==> config.mk <==
export PLATFORM = sky130hd
export DESIGN_NAME = shared_segment_table
export DESIGN_NICKNAME = d
export VERILOG_FILES = /design/src/sst_pkg.sv /design/src/sst_ctrl.sv /design/src/sst_datapath.sv /design/src/shared_segment_table.sv
export SDC_FILE = /design/constraint.sdc
export NUM_CORES = 2
export LEC_CHECK = 0
export BUFFER_PORTS_ARGS = -buffer_cell sky130_fd_sc_hd__buf_2
export CORE_MARGIN = 5
export CORE_UTILIZATION = 35
export CTS_CLUSTER_DIAMETER = 40
export CTS_CLUSTER_SIZE = 30
export DETAILED_ROUTE_END_ITERATION = 12
export SYNTH_ARGS = -nofsm -noshare
export SYNTH_HDL_FRONTEND = slang
export SYNTH_HIERARCHICAL = 1
export SYNTH_SLANG_ARGS = --single-unit
==> constraint.sdc <==
create_clock -name clock -period 19.4 [get_ports clock]
set_input_delay 0.97 -clock clock [delete_from_list [all_inputs] [get_ports clock]]
set_output_delay 0.97 -clock clock [all_outputs]
set_load 0.01 [all_outputs]
==> src/sst_pkg.sv <==
// sst_pkg: request and result types, operation codes and control bundles
// for the shared segment table. No dependencies.
`timescale 1ns / 1ps

package sst_pkg;

   // operation codes carried in the func field
   localparam logic [2:0] FUNC_LOOKUP  = 3'd0;
   localparam logic [2:0] FUNC_CREATE  = 3'd1;
   localparam logic [2:0] FUNC_ATTACH  = 3'd2;
   localparam logic [2:0] FUNC_DETACH  = 3'd3;
   localparam logic [2:0] FUNC_DESTROY = 3'd4;

   // largest reference count, held there on attach
   localparam logic [15:0] REFS_MAX = 16'hFFFF;

   typedef struct packed {
      logic [2:0]  func;
      logic [31:0] key;
      logic [7:0]  seg_id;
      logic [31:0] seg_size;
      logic [31:0] region_addr;
      logic        region_ok;
   } req_type;

   typedef struct packed {
      logic        ok;
      logic [3:0]  slot_out;
      logic [31:0] addr_out;
      logic [31:0] bytes_out;
      logic        region_taken;
      logic        free_request;
   } rsp_type;

   // commands from the controller to the datapath
   typedef struct packed {
      logic capture;
      logic execute;
   } dp_cmd_type;

   // status from the datapath back to the controller
   typedef struct packed {
      logic rsp_pending;
   } dp_status_type;

endpackage

==> src/sst_ctrl.sv <==
// sst_ctrl: request sequencer for the shared segment table.
// Depends on sst_pkg for the command and status bundles.
`timescale 1ns / 1ps

module sst_ctrl
   import sst_pkg::*;
(
   input  logic          clock,
   input  logic          reset,
   input  logic          start,
   output logic          busy,
   input  dp_status_type status,
   output dp_cmd_type    cmd
);

   typedef enum logic [1:0] {
      ST_IDLE = 2'b01,
      ST_EXEC = 2'b10
   } state_type;

   state_type state_ff;
   state_type state_in;
   logic      accept;

   // a request enters only while idle
   assign busy   = (state_ff != ST_IDLE);
   assign accept = start && !busy;

   // next state
   always_comb begin
      state_in = state_ff;
      case (state_ff)
         ST_IDLE: begin
            if (accept) begin
               state_in = ST_EXEC;
            end
         end
         ST_EXEC: begin
            state_in = ST_IDLE;
         end
         default: begin
            state_in = ST_IDLE;
         end
      endcase
   end

   always_ff @(posedge clock) begin
      if (reset) begin
         state_ff <= ST_IDLE;
      end else begin
         state_ff <= state_in;
      end
   end

   // commands to the datapath
   assign cmd.capture = accept;
   assign cmd.execute = (state_ff == ST_EXEC);

   // a result is shown only in the cycle right after execution
   assert property (@(posedge clock) disable iff (reset)
      status.rsp_pending |-> $past(state_ff == ST_EXEC))
      else $error("result strobe without a preceding execute cycle");

   assert property (@(posedge clock) disable iff (reset)
      cmd.capture |=> cmd.execute)
      else $error("captured request was not executed next cycle");

   assert property (@(posedge clock) disable iff (reset)
      cmd.execute |=> !cmd.execute)
      else $error("execute held for more than one cycle");

endmodule

==> src/sst_datapath.sv <==
// sst_datapath: slot storage, parallel key compare, slot selection and
// result register of the shared segment table. Depends on sst_pkg.
`timescale 1ns / 1ps

module sst_datapath
   import sst_pkg::*;
#(
   parameter int SEGMENTS = 16
) (
   input  logic          clock,
   input  logic          reset,
   input  dp_cmd_type    cmd,
   input  req_type       req_data,
   output dp_status_type status,
   output logic          rsp_strobe,
   output rsp_type       rsp_data
);

   localparam int IDX_W  = (SEGMENTS > 1) ? $clog2(SEGMENTS) : 1;
   localparam int SLOT_W = (IDX_W > 4) ? IDX_W : 4;

   // lowest set bit of a slot vector
   function automatic logic [IDX_W-1:0] lowest(input logic [SEGMENTS-1:0] vec);
      logic [IDX_W-1:0] idx;
      idx = '0;
      for (int i = SEGMENTS - 1; i >= 0; i--) begin
         if (vec[i]) begin
            idx = IDX_W'(i);
         end
      end
      return idx;
   endfunction

   // slot storage: valid bits and keys in flops, the rest in memories
   logic [SEGMENTS-1:0] valid_ff;
   logic [SEGMENTS-1:0] valid_in;
   logic [31:0]         key_ff [SEGMENTS];
   logic [31:0]         bytes_mem [SEGMENTS];
   logic [31:0]         base_mem [SEGMENTS];
   logic [15:0]         refs_mem [SEGMENTS];

   // captured request and first-cycle results
   req_type             req_ff;
   logic [SEGMENTS-1:0] match_ff;
   logic [SEGMENTS-1:0] match_in;
   logic [SEGMENTS-1:0] free_ff;
   logic                id_ok_ff;
   logic                id_ok_in;
   logic [IDX_W-1:0]    id_idx_ff;
   logic [IDX_W-1:0]    id_idx;
   logic [31:0]         bytes_rd_ff;
   logic [31:0]         base_rd_ff;
   logic [15:0]         refs_rd_ff;

   // result register
   logic                rsp_valid_ff;
   logic                rsp_valid_in;
   rsp_type             rsp_ff;
   rsp_type             rsp_in;

   // execute-cycle controls
   logic                match_any;
   logic                free_any;
   logic [IDX_W-1:0]    match_idx;
   logic [IDX_W-1:0]    free_idx;
   logic [SLOT_W-1:0]   slot_wide;
   logic [IDX_W-1:0]    slot_idx;
   logic [IDX_W-1:0]    wr_idx;
   logic                wr_new;
   logic                wr_refs;
   logic [15:0]         refs_wdata;
   logic                set_valid;
   logic                clr_valid;

   // key compare against every slot, straight from the request ports
   always_comb begin
      for (int i = 0; i < SEGMENTS; i++) begin
         match_in[i] = valid_ff[i] && (key_ff[i] == req_data.key);
      end
   end

   // slot number check for attach, detach and destroy
   assign id_idx   = req_data.seg_id[IDX_W-1:0];
   assign id_ok_in = (32'(req_data.seg_id) < SEGMENTS) && valid_ff[id_idx];

   // capture stage
   always_ff @(posedge clock) begin
      if (cmd.capture) begin
         req_ff      <= req_data;
         match_ff    <= match_in;
         free_ff     <= ~valid_ff;
         id_ok_ff    <= id_ok_in;
         id_idx_ff   <= id_idx;
         bytes_rd_ff <= bytes_mem[id_idx];
         base_rd_ff  <= base_mem[id_idx];
         refs_rd_ff  <= refs_mem[id_idx];
      end
   end

   // slot selection
   assign match_any = |match_ff;
   assign free_any  = |free_ff;
   assign match_idx = lowest(match_ff);
   assign free_idx  = lowest(free_ff);

   // operation decode and result
   always_comb begin
      rsp_in     = '0;
      slot_idx   = '0;
      wr_idx     = id_idx_ff;
      wr_new     = 1'b0;
      wr_refs    = 1'b0;
      refs_wdata = refs_rd_ff;
      set_valid  = 1'b0;
      clr_valid  = 1'b0;
      case (req_ff.func)
         FUNC_LOOKUP: begin
            if (match_any) begin
               rsp_in.ok = 1'b1;
               slot_idx  = match_idx;
            end
         end
         FUNC_CREATE: begin
            if (req_ff.seg_size != '0) begin
               if (match_any) begin
                  rsp_in.ok = 1'b1;
                  slot_idx  = match_idx;
               end else if (free_any && req_ff.region_ok) begin
                  rsp_in.ok           = 1'b1;
                  rsp_in.region_taken = 1'b1;
                  slot_idx            = free_idx;
                  wr_idx              = free_idx;
                  wr_new              = 1'b1;
                  wr_refs             = 1'b1;
                  refs_wdata          = '0;
                  set_valid           = 1'b1;
               end
            end
         end
         FUNC_ATTACH: begin
            if (id_ok_ff) begin
               rsp_in.ok        = 1'b1;
               rsp_in.addr_out  = base_rd_ff;
               rsp_in.bytes_out = bytes_rd_ff;
               wr_refs          = 1'b1;
               if (refs_rd_ff != REFS_MAX) begin
                  refs_wdata = refs_rd_ff + 16'd1;
               end
            end
         end
         FUNC_DETACH: begin
            if (id_ok_ff) begin
               rsp_in.ok = 1'b1;
               wr_refs   = 1'b1;
               if (refs_rd_ff != '0) begin
                  refs_wdata = refs_rd_ff - 16'd1;
               end
            end
         end
         FUNC_DESTROY: begin
            if (id_ok_ff && (refs_rd_ff == '0)) begin
               rsp_in.ok           = 1'b1;
               rsp_in.addr_out     = base_rd_ff;
               rsp_in.bytes_out    = bytes_rd_ff;
               rsp_in.free_request = 1'b1;
               clr_valid           = 1'b1;
            end
         end
         default: begin
            rsp_in = '0;
         end
      endcase
      slot_wide       = SLOT_W'(slot_idx);
      rsp_in.slot_out = slot_wide[3:0];
   end

   // valid bit update
   always_comb begin
      valid_in = valid_ff;
      if (cmd.execute && set_valid) begin
         valid_in[wr_idx] = 1'b1;
      end
      if (cmd.execute && clr_valid) begin
         valid_in[wr_idx] = 1'b0;
      end
   end

   always_ff @(posedge clock) begin
      if (reset) begin
         valid_ff <= '0;
      end else begin
         valid_ff <= valid_in;
      end
   end

   // slot memories, written in the execute cycle
   always_ff @(posedge clock) begin
      if (cmd.execute && wr_new) begin
         key_ff[wr_idx]    <= req_ff.key;
         bytes_mem[wr_idx] <= req_ff.seg_size;
         base_mem[wr_idx]  <= req_ff.region_addr;
      end
      if (cmd.execute && wr_refs) begin
         refs_mem[wr_idx] <= refs_wdata;
      end
   end

   // result register, shown for one cycle
   assign rsp_valid_in = cmd.execute;

   always_ff @(posedge clock) begin
      if (reset) begin
         rsp_valid_ff <= 1'b0;
      end else begin
         rsp_valid_ff <= rsp_valid_in;
      end
   end

   always_ff @(posedge clock) begin
      if (cmd.execute) begin
         rsp_ff <= rsp_in;
      end
   end

   assign rsp_strobe         = rsp_valid_ff;
   assign rsp_data           = rsp_ff;
   assign status.rsp_pending = rsp_valid_ff;

   // a claimed region always means a successful create
   assert property (@(posedge clock) disable iff (reset)
      (rsp_valid_ff && rsp_ff.region_taken) |-> (rsp_ff.ok && !rsp_ff.free_request))
      else $error("region taken on a failed or destroying request");

   // create only claims a slot that was free when the request was captured
   assert property (@(posedge clock) disable iff (reset)
      (cmd.execute && set_valid) |-> !valid_ff[wr_idx])
      else $error("create claimed a slot that is already in use");

   // destroy frees a slot that was in use
   assert property (@(posedge clock) disable iff (reset)
      (cmd.execute && clr_valid) |=> !valid_ff[$past(wr_idx)])
      else $error("destroyed slot still marked in use");

endmodule

==> src/shared_segment_table.sv <==
// shared_segment_table: top level of the shared-memory segment table.
// Depends on sst_pkg, sst_ctrl and sst_datapath.
`timescale 1ns / 1ps

// A request is taken at a rising edge with start high and busy low. In
// the accept cycle the key is compared against every slot at once and
// the slot memories are read at seg_id; in the following cycle the lowest
// matching or free slot is picked and the table is updated. busy is high
// for that one cycle. The result appears on rsp_data with rsp_strobe high
// for exactly one cycle, the cycle after the update; it is shown only
// once and cannot be held off, so the receiver must take it then. A new
// request may be started in the same cycle the result is shown. No
// clearing pass is needed after reset.

module shared_segment_table
   import sst_pkg::*;
#(
   parameter int SEGMENTS = 16
) (
   input  logic    clock,
   input  logic    reset,
   input  logic    start,
   output logic    busy,
   input  req_type req_data,
   output logic    rsp_strobe,
   output rsp_type rsp_data
);

   dp_cmd_type    cmd;
   dp_status_type status;

   // request sequencing
   sst_ctrl u_ctrl (
      .clock  (clock),
      .reset  (reset),
      .start  (start),
      .busy   (busy),
      .status (status),
      .cmd    (cmd)
   );

   // slot table and result register
   sst_datapath #(
      .SEGMENTS (SEGMENTS)
   ) u_datapath (
      .clock      (clock),
      .reset      (reset),
      .cmd        (cmd),
      .req_data   (req_data),
      .status     (status),
      .rsp_strobe (rsp_strobe),
      .rsp_data   (rsp_data)
   );

endmodule

==> metrics <==
mean post-synth cell area=21.12 um2; Avg WL per Cell=28.67 um; CTS buffer count=~300; first-pass GRT wire length=302800 um; die area=around 240000 um2; placed instance count=between 6000 and 7000; Worst R2R Path Depth=6; area grow syn2layout=18.64%; fmax=189.3 MHz; fin cells=7483; RD Place Congestion=0.8497; leak pwr=roughly 30 nW; Chip Width=490.8 um; Root Buffer=clkbuf_16; RSZ-0062 raised after global routing=no; Hold-fix buffers, CTS=0; core area=230100 um2; largest net degree at the start of global routing=105; WP data arrival=5.78 ns; Cell Chain, Critical Path=inv_1 -> nor3_1 -> o2111ai_2 -> a2111oi_1 -> a31oi_1 -> nor2_2; DP Area=about 86000 um2; DPL Wire Length=about 110000 um; Starting Density=0.3516; Synth Net Count=just under 4000; Critical Path Max Stage Delay=1.27 ns; Tmin final=5.283 ns; Port Buffer Count=183; DR vias/cell=approximately 5.4; final hold violations=0; initial antenna violation count=29; final WL=214500 um; Mapped Cells=3832; die height=490.8 um; antenna viol nets, final=0; clock slew at reported path FFs=0.06 ns; CTS tree=yes; CTS HTree Levels=5; vias in the first global route=39710; Iteration-0 DRC Markers=4790; Slew Viols, Final=0; final instance area=96000 um2; Slowest cell on crit path=a2111oi_1; Bufs and invs on worst path=1; WP data required=around 20 ns; largest delay contributor family on the critical path=compound AO/OA/AOI/OAI gates; Clock Skew=0.1160 ns; Ys Warns=6; max-cap viol count=0; Clock Latency Late Sink=0.95 ns; row cnt=176; hold depth=1; Post-Synthesis Cell Area=80910 um2; critical path fanouts, max=21; post-cts repair resize count=0; Remaining Overflow, GRT=0; Worst Setup End Kind=flip-flop; Total GRT Usage=0.1744; Power Density=113.5 nW/um2; Peak VDD IR=0.09214 mV; CP Class=flip-flop to flip-flop; crit start category=flip-flop; CTS max path bufs=4; First-pass DRT Iterations=7; drt drc=0; Final Net Count=4349; status=complete, no violations; Crit path depth=6; total negative slack=0 ns; Rel. slew slack=0.02944; Sink Count=2099; share of layout cells above drive strength 1=0.2737; vias=roughly 40000; boundary pin count=184; final setup fails=0; # Post-CTS Setup Buffers=0; crit share post-route=0.2723; Worst Hold Class=input port to flip-flop; Slew @ Worst Pin=roughly 1.5 ns
## sequential cells by signal, summed over array words and instances (netlist names)
name / count
u_datapath/valid_ff: 16
u_ctrl/state_ff: 2
u_datapath/req_ff: 100
u_datapath/key_ff: 512
u_datapath/base_mem: 512
u_datapath/match_ff: 16
u_datapath/bytes_rd_ff: 32
u_datapath/id_ok_ff: 1
u_datapath/rsp_strobe: 1
u_datapath/bytes_mem: 512
u_datapath/refs_mem: 256
u_datapath/id_idx_ff: 4
u_datapath/rsp_data: 71
u_datapath/refs_rd_ff: 16
u_datapath/free_ff: 16
u_datapath/base_rd_ff: 32
## final timing paths
path | startpoint | slack (ns) | end
min | req_data[54] | 0.20 | u_datapath/req_ff[54]
min reg2reg | u_ctrl/state_ff[0] | 0.47 | u_ctrl/state_ff[0]
max | u_datapath/req_ff[105] | 14.12 | u_datapath/refs_mem[13][1]
max reg2reg | u_datapath/req_ff[105] | 14.12 | u_datapath/refs_mem[13][1]
## where the power goes
part | switching (mW) | internal, mW | total [mW]
Sequential | 0.0822 | 5.05 | 5.13
Clock | 2.05 | 3.34 | 5.39
Combinational | 0.229 | 0.148 | 0.377
Total | 2.36 | 8.54 | 10.9
## stage by stage
stage               hold slack [ns]    util  worst slack [ns]  total power [mW]
floorplan                    0.4221       -             10.34             5.410
global placement             0.4380  0.3736             13.01             5.597
detailed placement           0.4642  0.3736             13.03             5.602
CTS                          0.1218  0.4171             14.01             11.00
global route                 0.1431  0.4171             13.57             11.23
finish                       0.2007  0.4172             14.12             10.90
## layer usage
metal / wire [um] / part of all wire / vias up / track usage
li1: - / - / 16470 / -
met1: 90710 / 0.42 / 21450 / 0.2491
met2: 101100 / 0.47 / 1826 / 0.2723
met3: 17960 / 0.084 / 328 / 0.03870
met4: 4732 / 0.022 / 10 / 0.04472
met5: 76 / 0.00035 / - / 0
## cell type report
cell class                 count  area (um2)
fill                       19730      134100
timing repair buffer         279        1784
sequential                  2099       62840
multi-input combinational   1513       17420
inverter                      40       150.1
tap                         3026        3786
antenna                        4       10.01
clock inverter               199        2242
clock buffer                 323        7764
## layout by cell type, fill, tap and decap left out, drive strengths merged, types with 5 or more instances in the layout
cell type / n
edfxtp: 2080
xnor2: 423
mux4: 405
clkbuf: 324
buf: 278
nand4: 116
xor2: 91
inv: 90
clkinv: 89
nor4: 78
and2: 67
nor2: 58
a21oi: 39
bufinv: 30
clkinvlp: 30
nand2: 29
nand3: 27
o21ai: 27
nor3: 21
dfxtp: 19
a31oi: 11
nand2b: 9
nor2b: 9
or4: 7
a211oi: 7
o31ai: 7
o21bai: 7
a21o: 5
a2111oi: 5
Note: power is estimated with default switching activity, not from simulation.
